$ cat src/rtl/sdis_pkg.sv
// shared types and constants of the signed decimal integer scanner
`default_nettype none
package sdis_pkg;

   localparam int CHAR_W    = 8;
   localparam int MAG_W     = 31;
   localparam int COUNT_W   = 9;
   localparam int POS_OUT_W = 9;

   localparam int DEFAULT_LINE_LENGTH = 256;

   localparam logic [CHAR_W-1:0] CHAR_MINUS = 8'h2D;
   localparam logic [CHAR_W-1:0] CHAR_PLUS  = 8'h2B;
   localparam logic [CHAR_W-1:0] CHAR_DOT   = 8'h2E;
   localparam logic [CHAR_W-1:0] CHAR_ZERO  = 8'h30;
   localparam logic [CHAR_W-1:0] CHAR_NINE  = 8'h39;

   localparam logic [MAG_W-1:0]   MAG_MAX   = {MAG_W{1'b1}};
   localparam logic [COUNT_W-1:0] COUNT_MAX = {COUNT_W{1'b1}};

   typedef struct packed {
      logic [CHAR_W-1:0] character;
      logic              end_of_line;
   } sdis_item_type;

   typedef struct packed {
      logic                 found;
      logic [MAG_W-1:0]     magnitude;
      logic                 negative;
      logic [COUNT_W-1:0]   digit_count;
      logic [POS_OUT_W-1:0] end_position;
      logic                 overflow;
   } sdis_result_type;

endpackage
`default_nettype wire

$ cat src/rtl/sdis_input_stage.sv
// input register stage of the scanner
`default_nettype none
module sdis_input_stage (
   input  wire logic                   clock,
   input  wire logic                   reset,
   input  wire logic                   in_valid,
   output logic                        in_ready,
   input  wire sdis_pkg::sdis_item_type in_item,
   input  wire logic                   advance,
   output logic                        out_valid,
   output sdis_pkg::sdis_item_type     out_item
);
   import sdis_pkg::*;

   logic          valid_ff;
   sdis_item_type item_ff;

   // free when empty or when the held word moves on this cycle
   assign in_ready  = !valid_ff || advance;
   assign out_valid = valid_ff;
   assign out_item  = item_ff;

   always_ff @(posedge clock) begin
      if (reset) begin
         valid_ff <= 1'b0;
      end else if (in_valid && in_ready) begin
         valid_ff <= 1'b1;
      end else if (advance) begin
         valid_ff <= 1'b0;
      end
   end

   always_ff @(posedge clock) begin
      if (in_valid && in_ready) begin
         item_ff <= in_item;
      end
   end

endmodule
`default_nettype wire

$ cat src/rtl/sdis_scan_core.sv
// scan state and single-step number recognition
`default_nettype none
module sdis_scan_core #(
   parameter int LINE_LENGTH = sdis_pkg::DEFAULT_LINE_LENGTH
) (
   input  wire logic                     clock,
   input  wire logic                     reset,
   input  wire logic                     step_en,
   input  wire sdis_pkg::sdis_item_type  item,
   output logic                          result_valid,
   output sdis_pkg::sdis_result_type     result
);
   import sdis_pkg::*;

   localparam int POS_W = $clog2(LINE_LENGTH + 1);
   localparam logic [POS_W-1:0] POS_LIMIT = POS_W'(LINE_LENGTH);

   typedef enum logic [1:0] {
      MODE_IDLE,
      MODE_SIGN,
      MODE_DIGITS
   } mode_type;

   mode_type           mode_ff,   mode_in;
   logic               neg_ff,    neg_in;
   logic [MAG_W-1:0]   mag_ff,    mag_in;
   logic               sat_ff,    sat_in;
   logic [COUNT_W-1:0] digits_ff, digits_in;
   logic [POS_W-1:0]   pos_ff,    pos_in;

   logic                 in_line;
   logic                 is_digit;
   logic                 is_sign;
   logic                 is_dot;
   logic [3:0]           digit_val;
   logic [MAG_W+3:0]     scaled;
   logic [POS_W-1:0]     pos_inc;
   logic [POS_W+POS_OUT_W-1:0] pos_now_ext;
   logic [POS_W+POS_OUT_W-1:0] pos_inc_ext;

   assign in_line   = pos_ff < POS_LIMIT;
   assign is_digit  = item.character inside {[CHAR_ZERO:CHAR_NINE]};
   assign is_sign   = (item.character == CHAR_MINUS) || (item.character == CHAR_PLUS);
   assign is_dot    = item.character == CHAR_DOT;
   assign digit_val = item.character[3:0];

   // running value times ten plus the new digit
   assign scaled = ({4'b0, mag_ff} << 3) + ({4'b0, mag_ff} << 1)
                 + {{MAG_W{1'b0}}, digit_val};

   assign pos_inc     = in_line ? pos_ff + 1'b1 : pos_ff;
   assign pos_now_ext = {{POS_OUT_W{1'b0}}, pos_ff};
   assign pos_inc_ext = {{POS_OUT_W{1'b0}}, pos_inc};

   always_comb begin
      logic look_fresh;
      look_fresh   = 1'b0;
      mode_in      = mode_ff;
      neg_in       = neg_ff;
      mag_in       = mag_ff;
      sat_in       = sat_ff;
      digits_in    = digits_ff;
      pos_in       = pos_inc;
      result_valid = 1'b0;
      result       = '0;

      case (mode_ff)
         MODE_DIGITS: begin
            if (in_line && is_digit) begin
               if (|scaled[MAG_W+3:MAG_W]) begin
                  mag_in = MAG_MAX;
                  sat_in = 1'b1;
               end else begin
                  mag_in = scaled[MAG_W-1:0];
               end
               if (digits_ff != COUNT_MAX) begin
                  digits_in = digits_ff + 1'b1;
               end
            end else begin
               result_valid        = 1'b1;
               result.found        = 1'b1;
               result.magnitude    = mag_ff;
               result.negative     = neg_ff;
               result.digit_count  = digits_ff;
               result.end_position = pos_now_ext[POS_OUT_W-1:0];
               result.overflow     = sat_ff;
               mode_in   = MODE_IDLE;
               neg_in    = 1'b0;
               mag_in    = '0;
               sat_in    = 1'b0;
               digits_in = '0;
            end
         end
         MODE_SIGN: begin
            if (in_line && is_digit) begin
               mode_in   = MODE_DIGITS;
               mag_in    = {{(MAG_W-4){1'b0}}, digit_val};
               sat_in    = 1'b0;
               digits_in = COUNT_W'(1);
            end else if (in_line && is_dot) begin
               // sign then dot reads as a found zero
               result_valid        = 1'b1;
               result.found        = 1'b1;
               result.negative     = neg_ff;
               result.end_position = pos_now_ext[POS_OUT_W-1:0];
               mode_in   = MODE_IDLE;
               neg_in    = 1'b0;
               mag_in    = '0;
               sat_in    = 1'b0;
               digits_in = '0;
            end else begin
               look_fresh = 1'b1;
            end
         end
         default: begin
            look_fresh = 1'b1;
         end
      endcase

      // dropped sign or idle: judge the character on its own
      if (look_fresh) begin
         mag_in    = '0;
         sat_in    = 1'b0;
         digits_in = '0;
         if (in_line && is_sign) begin
            mode_in = MODE_SIGN;
            neg_in  = item.character == CHAR_MINUS;
         end else if (in_line && is_digit) begin
            mode_in   = MODE_DIGITS;
            neg_in    = 1'b0;
            mag_in    = {{(MAG_W-4){1'b0}}, digit_val};
            digits_in = COUNT_W'(1);
         end else begin
            mode_in = MODE_IDLE;
            neg_in  = 1'b0;
         end
      end

      if (item.end_of_line) begin
         if (!result_valid) begin
            result_valid = 1'b1;
            if (mode_in == MODE_DIGITS) begin
               result.found        = 1'b1;
               result.magnitude    = mag_in;
               result.negative     = neg_in;
               result.digit_count  = digits_in;
               result.end_position = pos_inc_ext[POS_OUT_W-1:0];
               result.overflow     = sat_in;
            end
         end
         mode_in   = MODE_IDLE;
         neg_in    = 1'b0;
         mag_in    = '0;
         sat_in    = 1'b0;
         digits_in = '0;
         pos_in    = '0;
      end
   end

   always_ff @(posedge clock) begin
      if (reset) begin
         mode_ff   <= MODE_IDLE;
         neg_ff    <= 1'b0;
         mag_ff    <= '0;
         sat_ff    <= 1'b0;
         digits_ff <= '0;
         pos_ff    <= '0;
      end else if (step_en) begin
         mode_ff   <= mode_in;
         neg_ff    <= neg_in;
         mag_ff    <= mag_in;
         sat_ff    <= sat_in;
         digits_ff <= digits_in;
         pos_ff    <= pos_in;
      end
   end

`ifndef SYNTHESIS
   a_digits_match_mode: assert property (@(posedge clock) disable iff (reset)
      (mode_ff == MODE_DIGITS) == (digits_ff != '0))
      else $error("digit count disagrees with scan mode");

   a_sat_holds_max: assert property (@(posedge clock) disable iff (reset)
      sat_ff |-> (mag_ff == MAG_MAX))
      else $error("saturated without maximum magnitude");

   a_not_found_clean: assert property (@(posedge clock) disable iff (reset)
      (result_valid && !result.found) |->
         (result.magnitude == '0 && !result.negative && result.digit_count == '0
          && result.end_position == '0 && !result.overflow))
      else $error("not-found word carries data");

   a_line_end_clears: assert property (@(posedge clock) disable iff (reset)
      (step_en && item.end_of_line) |=> (mode_ff == MODE_IDLE && pos_ff == '0))
      else $error("state not cleared after end of line");
`endif

endmodule
`default_nettype wire

$ cat src/rtl/signed_decimal_integer_scanner.sv
// top level of the signed decimal integer scanner
// The scanner takes one ASCII character per word, with an end-of-line mark on
// the last one, and reports each signed decimal integer it finds: magnitude
// (saturated at 2147483647 with overflow set), sign, digit count and the index
// of the character that ended it, or one past the last digit at a line end. A
// word yields zero or one result word. It accepts a new word every cycle unless
// a word is held and the result register is full and not drained; a word passes
// an input register, then one step of scan logic whose longest path is the
// multiply-by-ten-and-add of the running magnitude, then the result register,
// which loads when the held word steps. A new word is taken while a result still
// waits only if the input register is empty.
`default_nettype none
module signed_decimal_integer_scanner #(
   parameter int LINE_LENGTH = sdis_pkg::DEFAULT_LINE_LENGTH
) (
   input  wire logic                              clock,
   input  wire logic                              reset,
   // character words
   input  wire logic                              req_valid,
   output logic                                   req_ready,
   input  wire logic [sdis_pkg::CHAR_W-1:0]       req_character,
   input  wire logic                              req_end_of_line,
   // result words
   output logic                                   rsp_valid,
   input  wire logic                              rsp_ready,
   output logic                                   rsp_found,
   output logic [sdis_pkg::MAG_W-1:0]             rsp_magnitude,
   output logic                                   rsp_negative,
   output logic [sdis_pkg::COUNT_W-1:0]           rsp_digit_count,
   output logic [sdis_pkg::POS_OUT_W-1:0]         rsp_end_position,
   output logic                                   rsp_overflow
);
   import sdis_pkg::*;

   sdis_item_type   req_item;
   sdis_item_type   held_item;
   logic            held_valid;
   logic            advance;
   logic            step_en;
   logic            result_valid;
   sdis_result_type result;

   logic            rsp_valid_ff;
   sdis_result_type rsp_ff;

   assign req_item.character   = req_character;
   assign req_item.end_of_line = req_end_of_line;

   // the held word may move when the result register is empty or being drained
   assign advance = !rsp_valid_ff || rsp_ready;
   assign step_en = held_valid && advance;

   sdis_input_stage u_input_stage (
      .clock     (clock),
      .reset     (reset),
      .in_valid  (req_valid),
      .in_ready  (req_ready),
      .in_item   (req_item),
      .advance   (advance),
      .out_valid (held_valid),
      .out_item  (held_item)
   );

   sdis_scan_core #(
      .LINE_LENGTH (LINE_LENGTH)
   ) u_scan_core (
      .clock        (clock),
      .reset        (reset),
      .step_en      (step_en),
      .item         (held_item),
      .result_valid (result_valid),
      .result       (result)
   );

   // result register
   always_ff @(posedge clock) begin
      if (reset) begin
         rsp_valid_ff <= 1'b0;
      end else if (step_en && result_valid) begin
         rsp_valid_ff <= 1'b1;
      end else if (rsp_ready) begin
         rsp_valid_ff <= 1'b0;
      end
   end

   always_ff @(posedge clock) begin
      if (step_en && result_valid) begin
         rsp_ff <= result;
      end
   end

   assign rsp_valid        = rsp_valid_ff;
   assign rsp_found        = rsp_ff.found;
   assign rsp_magnitude    = rsp_ff.magnitude;
   assign rsp_negative     = rsp_ff.negative;
   assign rsp_digit_count  = rsp_ff.digit_count;
   assign rsp_end_position = rsp_ff.end_position;
   assign rsp_overflow     = rsp_ff.overflow;

endmodule
`default_nettype wire

$ cat config.mk
export PLATFORM = sky130hd
export DESIGN_NAME = signed_decimal_integer_scanner
export DESIGN_NICKNAME = d
export VERILOG_FILES = /design/src/rtl/sdis_pkg.sv /design/src/rtl/sdis_input_stage.sv /design/src/rtl/sdis_scan_core.sv /design/src/rtl/signed_decimal_integer_scanner.sv
export SDC_FILE = /design/constraint.sdc
export NUM_CORES = 1
export LEC_CHECK = 0
export BUFFER_PORTS_ARGS = -buffer_cell sky130_fd_sc_hd__buf_4
export CORE_ASPECT_RATIO = 0.5
export CORE_MARGIN = 2
export CORE_UTILIZATION = 35
export CTS_CLUSTER_DIAMETER = 50
export DETAILED_ROUTE_END_ITERATION = 10
export GPL_ROUTABILITY_DRIVEN = 0
export PLACE_DENSITY = 0.62
export SETUP_SLACK_MARGIN = 0.02
export SYNTH_ARGS = -nofsm -noshare
export SYNTH_HDL_FRONTEND = slang
export SYNTH_SLANG_ARGS = --single-unit
$ cat constraint.sdc
create_clock -name clock -period 3.5 [get_ports clock]
set_input_delay 0.175 -clock clock [delete_from_list [all_inputs] [get_ports clock]]
set_output_delay 0.175 -clock clock [all_outputs]
set_load 0.05 [all_outputs]
==> results by group, run 1 <==
Run status
  • Status: finished clean

Critical path
  • CP Cell Sequence: fa_2 -> fa_2 -> a211oi_2 -> o211ai_1 -> nand3_2 -> o41ai_4 -> mux2i_1 -> o21ai_1 -> o21bai_4 -> buf_12 -> o41ai_4 -> o21ai_1
  • Crit path kind: flop to flop
  • CP endpoint kind: flop
  • Worst Path Buf+Inv: 1
  • CP max FO: 8
  • Top cell family by delay on the critical path: compound AO/OA/AOI/OAI gates
  • Internal reg-to-reg setup slack: a little under 0.02 ns
  • Crit Reg-Reg Endpoint: rsp_magnitude[15]
  • CP Data Required Time: 3.66 ns
  • Worst setup SP type: flop
  • CP max stage delay: 0.58 ns
  • Critical R2R Launch: u_input_stage.out_item[4]
  • Worst Reg-to-Reg Cells: 12
  • Slowest CP cell: fa_2
  • Arr. time, crit path: ~3.6 ns

Synthesis
  • Syn Std Cell Area: between 7000 and 8000 um^2
  • Main synth FF type: edfxtp_1
  • Syn nets: 955
  • Seq/Total Area, Yosys: 0.3764
  • Avg Inst Size Synth: 8.904 um^2
  • Cells after synthesis: 875
  • Yosys warns: 0
  • Async SR Flop Fraction: 0
  • Distinct cell type count after synthesis: 79
  • Post-synth EDFFs: 61
  • Synth Register Bits: 116

Timing
  • Fmax: 287.3 MHz
  • Hold WS: 0.08003 ns
  • Minimum clock period: 3.480 ns
  • Fin. Hold Viols: 0
  • Worst rel slew slack: 0.4773
  • Worst Max-Slew Pin Slew: between 0.7 and 0.8 ns
  • Slew Viols, Final: 0
  • Fin crit share: 0.9943
  • Setup TNS: 0 ns
  • PnR worst setup slack: 0.01979 ns
  • Clk_skew: 0.01307 ns
  • RSZ-0062 raised after global routing: true
  • Final setup fails: 0

Final layout
  • Commonest non-fill, non-tap cell in the layout: buf_4
  • Leading cell types in the layout, fill and taps excluded: buf_4, nand2_1, o21ai_0, nor2_1, a21oi_1
  • Synth-to-Final Area Change: 28.07%
  • Number of antenna diodes: 0
  • Layout Nets: 1077
  • Proportion of layout cells with a drive suffix above 1: 0.2337

Run
  • Maxcap violations: 0

Global routing
  • Gr busiest metal: met2
  • Global-route wire length before repair: 36.29 mm
  • GR Layer Usage met1: 0.2530
  • Largest net degree at the start of global routing: 37
  • Met2 Use GR: 0.3257
  • Total track usage: 0.1943
  • Global route overflow: 0
  • Initial antenna violation count: 0
  • Grt met3 use: 0.03015
  • Vias in the first global route: 7006

Drt
  • DR WL/cell: around 18 um
  • Initial DRT Pass Iterations: 6
  • Vias post-DR: 7428
  • ANT nets after route: 0
  • Vias per cell: 5.670
  • Routed wire length: 23.09 mm
  • Initial DRC Count: 637
  • DRC: 0

Power and ir drop
  • Pleak: 0.004052 uW
  • Pwr dens: approximately 340 nW/um^2
  • Total Power: between 3000 and 4000 uW
  • Maximum VDD drop: around 0.30 mV

Hold path
  • Hold Path Stages: 3
  • Worst min-delay path class: primary input to flop
  • Hold_sp: rsp_ready
  • Worst Hold Endpoint: rsp_valid

CTS
  • CTS Buf Count: 17
  • Clock latency on the worst-skew pair: about 0.42 ns
  • CTS Buffer Depth: 2
  • Worst-path clk slew: 0.05 ns
  • CTS root buf: clkbuf_16
  • TritonCTS clock tree: built
  • Clock sinks: 116
  • H-tree Lvls: 4

Floorplanning
  • Die X: 215 um
  • Die height: between 100 and 150 um
  • Die ar.: between 20000 and 25000 um^2
  • IO Count: 67
  • Initial Util: 0.3578
  • Core ar.: 21780 um^2
  • Std cell rows: 38

Place
  • Post-DP HPWL: approximately 16 mm
  • Port Buffer Count: 66
  • Dpl ws: -0.2392 ns
registers in the layout, indices dropped and copies added (netlist names):
| register | flops |
|---|---|
| rsp_negative | 1 |
| rsp_found | 1 |
| u_input_stage.out_item | 9 |
| rsp_magnitude | 31 |
| u_scan_core.pos_ff | 9 |
| u_scan_core.mag_ff | 31 |
| u_scan_core.neg_ff | 1 |
| u_scan_core.mode_ff | 2 |
| rsp_digit_count | 9 |
| rsp_valid | 1 |
| rsp_overflow | 1 |
| u_scan_core.digits_ff | 9 |
| rsp_end_position | 9 |
| u_scan_core.sat_ff | 1 |
| u_input_stage.out_valid | 1 |
worst min-delay path: cells and delay by family:
family / cells / cell delay (ns)
buffers and inverters: 1 / 0.08
and+or+nand+nor: 1 / 0.12
AOI/OAI and AO/OA: 1 / 0.07
layout make-up:
class / instances / area [um^2]
Fill cell: 2082 / 11800
Multi-Input combinational cell: 696 / 4786
Sequential cell: 116 / 2939
Timing Repair Buffer: 149 / 1202
Clock buffer: 20 / 456.7
Tap cell: 300 / 375.4
Clock inverter: 12 / 155.1
Inverter: 17 / 63.81
cell usage after synthesis (4+ instances only):
cell      instances  area (um^2)
buf_2            10        50.05
o21ai_0          83        415.4
o22ai_1           8        50.05
a21oi_1          65        325.3
buf_6             6        67.56
nand3_1          27        135.1
xnor2_1          18        157.7
xor2_1           11        96.34
ha_1             65        813.3
o21ai_1           7        35.03
dfxtp_1          55         1101
a22oi_1           8        60.06
and3_1           13        81.33
and2_1            7        43.79
buf_4             4        30.03
inv_1            17        63.81
nand2b_1          9        56.30
clkbuf_1         23        86.33
a31oi_1          12        75.07
o21a_1            7        52.55
nor2_1           72        270.3
nor2b_1           7        43.79
o31ai_1          23        172.7
a32oi_1           8        70.07
nand2_1          97        364.1
nor3_1           31        155.2
edfxtp_1         61         1832
o211ai_1          5        37.54
a211oi_1         12        90.09
a31o_2            4        35.03
a22o_1            4        35.03
a21boi_0          5        37.54
a41oi_1           4        35.03
nand4_1          11        68.82
a21o_1           10        75.07
where the power goes:
group | total, uW | switching, uW | internal, uW
Sequential | 1460 | 11.2 | 1440
Combinational | 156 | 103 | 53.4
Clock | 1810 | 652 | 1160
routing by layer:
layer | routed length (um) | up-vias
met5 | 0 | -
met4 | 459 | 0
met3 | 1124 | 39
met2 | 10880 | 250
met1 | 10620 | 3588
li1 | - | 3551
cell families after synthesis:
family,after synthesis,synth area share
AOI/OAI and AO/OA,303,0.2586
and+or+nand+nor,295,0.1800
DFF,116,0.3764
adders and majority gates,67,0.1095
buffers and inverters,63,0.03967
xor gates and xnor gates,29,0.03260
muxes,2,0.003211
metrics by stage:
| stage | instance area (um^2) | utilization | instances |
|---|---|---|---|
| 2_1_floorplan | 7791 | - | 875 |
| 3_3_place_gp | 8980 | 0.4124 | 1264 |
| 3_5_place_dp | 8980 | 0.4124 | 1264 |
| 4_1_cts | 9766 | 0.4485 | 1307 |
| 5_1_grt | 9978 | 0.4582 | 1310 |
| 6_report | 9978 | 0.4582 | 1310 |
repair_timing:
action / CTS / global route
resized for setup: 10 / 37
endpoints found under the hold margin: 10 / 0
pin swaps: 5 / 21
setup endpoints to repair: 53 / 59
hold buffers: 10 / 0
setup buffers: 1 / 2
gates cloned: 0 / 1
how the worst max path moves through the flow:
stage	startpoint	endpoint	slack, ns	depth (start not counted)
4_1_cts	u_input_stage.out_item[4]	rsp_magnitude[25]	0.04	12
6_report	u_input_stage.out_item[4]	rsp_magnitude[15]	0.02	12
3_3_place_gp	u_input_stage.out_item[4]	rsp_magnitude[25]	-0.09	11
3_5_place_dp	u_input_stage.out_item[4]	rsp_magnitude[14]	-0.24	12
5_1_grt	u_input_stage.out_item[4]	rsp_magnitude[15]	-0.16	12
2_1_floorplan	u_input_stage.out_item[4]	rsp_magnitude[25]	0.05	11
Power figures use the tool's default switching activity.
==> inputs of run 2 (changes only) <==
--- a/config.mk
+++ b/config.mk
@@ -5,8 +5,8 @@
 export SDC_FILE = /design/constraint.sdc
 export NUM_CORES = 1
 export LEC_CHECK = 0
+export ABC_AREA = 1
 export BUFFER_PORTS_ARGS = -buffer_cell sky130_fd_sc_hd__buf_4
-export CORE_ASPECT_RATIO = 0.5
 export CORE_MARGIN = 2
 export CORE_UTILIZATION = 35
 export CTS_CLUSTER_DIAMETER = 50
==> results by group, run 2 <==
Floorplanning
  • Core ar.: around 24000 um^2
  • Die height: 161.3 um
  • Die X: 161.3 um
  • Std cell rows: 57
  • IO Count: 67
  • Die ar.: about 26000 um^2
  • Initial Util: 0.3559

Timing
  • Setup TNS: 0 ns
  • Slew Viols, Final: 0
  • Final setup fails: 0
  • PnR worst setup slack: 0.2818 ns
  • Worst Max-Slew Pin Slew: around 0.68 ns
  • RSZ-0062 raised after global routing: false
  • Minimum clock period: between 3 and 4 ns
  • Worst rel slew slack: 0.5442
  • Fin. Hold Viols: 0
  • Fin crit share: 0.9195
  • Clk_skew: 0.02532 ns
  • Fmax: 310.7 MHz
  • Hold WS: approximately 0.027 ns

Global routing
  • Global-route wire length before repair: a little over 40 mm
  • Global route overflow: 0
  • Vias in the first global route: 7915
  • Initial antenna violation count: 0
  • Total track usage: 0.1930
  • Largest net degree at the start of global routing: 56

Final layout
  • Fillers: 2500
  • Layout Nets: 1352
  • Number of antenna diodes: 0
  • Commonest non-fill, non-tap cell in the layout: nand2_1
  • Leading cell types in the layout, fill and taps excluded: nand2_1, inv_1, a21oi_1, nand3_1, nor2_1
  • Proportion of layout cells with a drive suffix above 1: 0.1370
  • Final Cell Area: 10270 um^2
  • Synth-to-Final Area Change: 18.71%

Synthesis
  • Seq/Total Area, Yosys: 0.3389
  • Cells after synthesis: 1200
  • Syn Std Cell Area: slightly below 9000 um^2
  • Most frequent cell after synthesis: nand2_1
  • Post-synth EDFFs: 61
  • Syn nets: 1280
  • Top cells by area, synth: edfxtp_1, dfxtp_1, nand2_1, ha_1, a21oi_1
  • Synth cell count leaders: nand2_1, inv_1, a21oi_1, nand3_1, nor2_1
  • Distinct cell type count after synthesis: 54
  • Main synth FF type: edfxtp_1
  • Synth top area share: 0.2117
  • Yosys warns: 0
  • Avg Inst Size Synth: 7.212 um^2
  • Async SR Flop Fraction: 0
  • Yosys top cell by area: edfxtp_1
  • Synth Register Bits: 116

Critical path
  • Crit path kind: flop to flop
  • CP endpoint kind: flop
  • Worst setup SP type: flop
  • CP max FO: 4
  • Arr. time, crit path: 3.39 ns
  • CP Data Required Time: roughly 3.7 ns

Power and ir drop
  • Pwr dens: 331.9 nW/um^2
  • Pleak: 0.004275 uW
  • Switch share: 0.2620
  • Total Power: between 3000 and 4000 uW
  • Flop pwr share: 0.431
  • Maximum VDD drop: 0.2422 mV
  • Clock Power Share: 0.504
  • Internal power: between 2000 and 3000 uW
  • Switching component of the power: 893.4 uW
  • Part of the power in combinational logic: 0.065

Drt
  • DRC: 0
  • Initial DRC Count: 543
  • Routed wire length: 24.71 mm
  • ANT nets after route: 0
  • Initial DRT Pass Iterations: 6
  • Vias per cell: 5.222
  • Vias post-DR: around 8400
  • DR WL/cell: 15.36 um

Run
  • Maxcap violations: 0

Place
  • Port Buffer Count: 66
  • Post-DP HPWL: ~17 mm
  • DP Area: ~9600 um^2
  • Dpl ws: 0.1577 ns

Run status
  • Status: finished clean

CTS
  • CTS root buf: clkbuf_16
  • H-tree Lvls: 4
  • Clock latency on the worst-skew pair: 0.45 ns
  • Clock sinks: around 120
  • Worst-path clk slew: 0.06 ns
  • TritonCTS clock tree: built
  • CTS Buffer Depth: 2
  • CTS Buf Count: 17

Hold path
  • Worst min-delay path class: primary input to flop
run 2: cell types whose count changed after synthesis, moves of 10 or more:
| cell | before | now |
|---|---|---|
| nand2_1 | 97 | 277 |
| inv_1 | 17 | 137 |
| nand3_1 | 27 | 100 |
| a21oi_1 | 65 | 115 |
| o21ai_0 | 83 | 51 |
| o21ai_1 | 7 | 36 |
| o21bai_1 | 3 | 28 |
| nor2_1 | 72 | 94 |
| o31ai_1 | 23 | 2 |
| nor3_1 | 31 | 12 |
| xor2_1 | 11 | 26 |
| xnor2_1 | 18 | 4 |
| a211oi_1 | 12 | 2 |
run 2: final cells by class:
cell class / count / area (um^2) / area share
clock buffers: 18 / 439.2 / 0.04275
clock inverters: 14 / 127.6 / 0.01242
inverters: 143 / 540.5 / 0.05261
multi-input cells: 894 / 5004 / 0.4870
flip-flops and latches: 116 / 2934 / 0.2856
well taps: 324 / 405.4 / 0.03946
repair buffers: 100 / 823.3 / 0.08014
run 2: power groups by stage:
stage	sequential [uW]	combinational, uW	clock [uW]
2_1_floorplan	1570	65.8	0
3_3_place_gp	1500	212	0
3_5_place_dp	1500	212	0
4_1_cts	1470	221	1730
5_1_grt	1470	236	1790
6_report	1470	223	1720
run 2: kinds of logic (layout without fill, tap and decap cells):
kind of cell / after synthesis / in the layout / synth area share
simple gates: 529 / 529 / 0.2664
compound gates: 268 / 268 / 0.1752
buf+inv: 190 / 275 / 0.09050
flops: 116 / 116 / 0.3389
fa+ha+maj: 67 / 67 / 0.09860
xor+xnor: 30 / 30 / 0.03036
run 2: worst paths after layout:
path	startpoint	end	slack [ns]	depth (start not counted)
max	u_input_stage.out_item[4]	rsp_magnitude[3]	0.28	21
min reg2reg	u_scan_core.neg_ff	u_scan_core.neg_ff	0.49	2
max reg2reg	u_input_stage.out_item[4]	rsp_magnitude[3]	0.28	21
min	req_valid	u_input_stage.out_valid	0.03	3
run 2: worst max-delay path: stages (launching register included):
cell      delay (ns)
edfxtp_1        0.42
fa_2            0.60
ha_4            0.21
nand3_1         0.09
nand3_2         0.09
nand2_1         0.07
nand2_1         0.12
nand2_1         0.12
nand2_2         0.11
nand2_2         0.09
nand2_1         0.05
nand2_1         0.06
nand2_1         0.09
nor2_4          0.18
buf_4           0.16
nand3_1         0.07
nand2_1         0.06
nand2_1         0.04
nand2_1         0.06
nand2_1         0.10
nand2_1         0.07
o21ai_1         0.10
run 2: per-layer routing:
| layer | vias to the layer above | global-route usage | wire length, um |
|---|---|---|---|
| li1 | 4168 | - | - |
| met1 | 3919 | 0.2725 | 11980 |
| met2 | 284 | 0.3036 | 11000 |
| met3 | 31 | 0.02876 | 1362 |
| met4 | 0 | 0.06291 | 371 |
| met5 | - | 0 | 0 |
run 2: timing repair:
action,in CTS,in global routing
gates resized for setup,0,10
setup endpoints to repair,0,41
setup buffers,0,2
endpoints found under the hold margin,9,0
hold buffers,9,0
run 2: stage by stage:
stage / std cells / util
2_1_floorplan: 1200 / -
6_report: 1609 / 0.4224
3_5_place_dp: 1566 / 0.3930
3_3_place_gp: 1566 / 0.3930
5_1_grt: 1609 / 0.4224
4_1_cts: 1607 / 0.4200
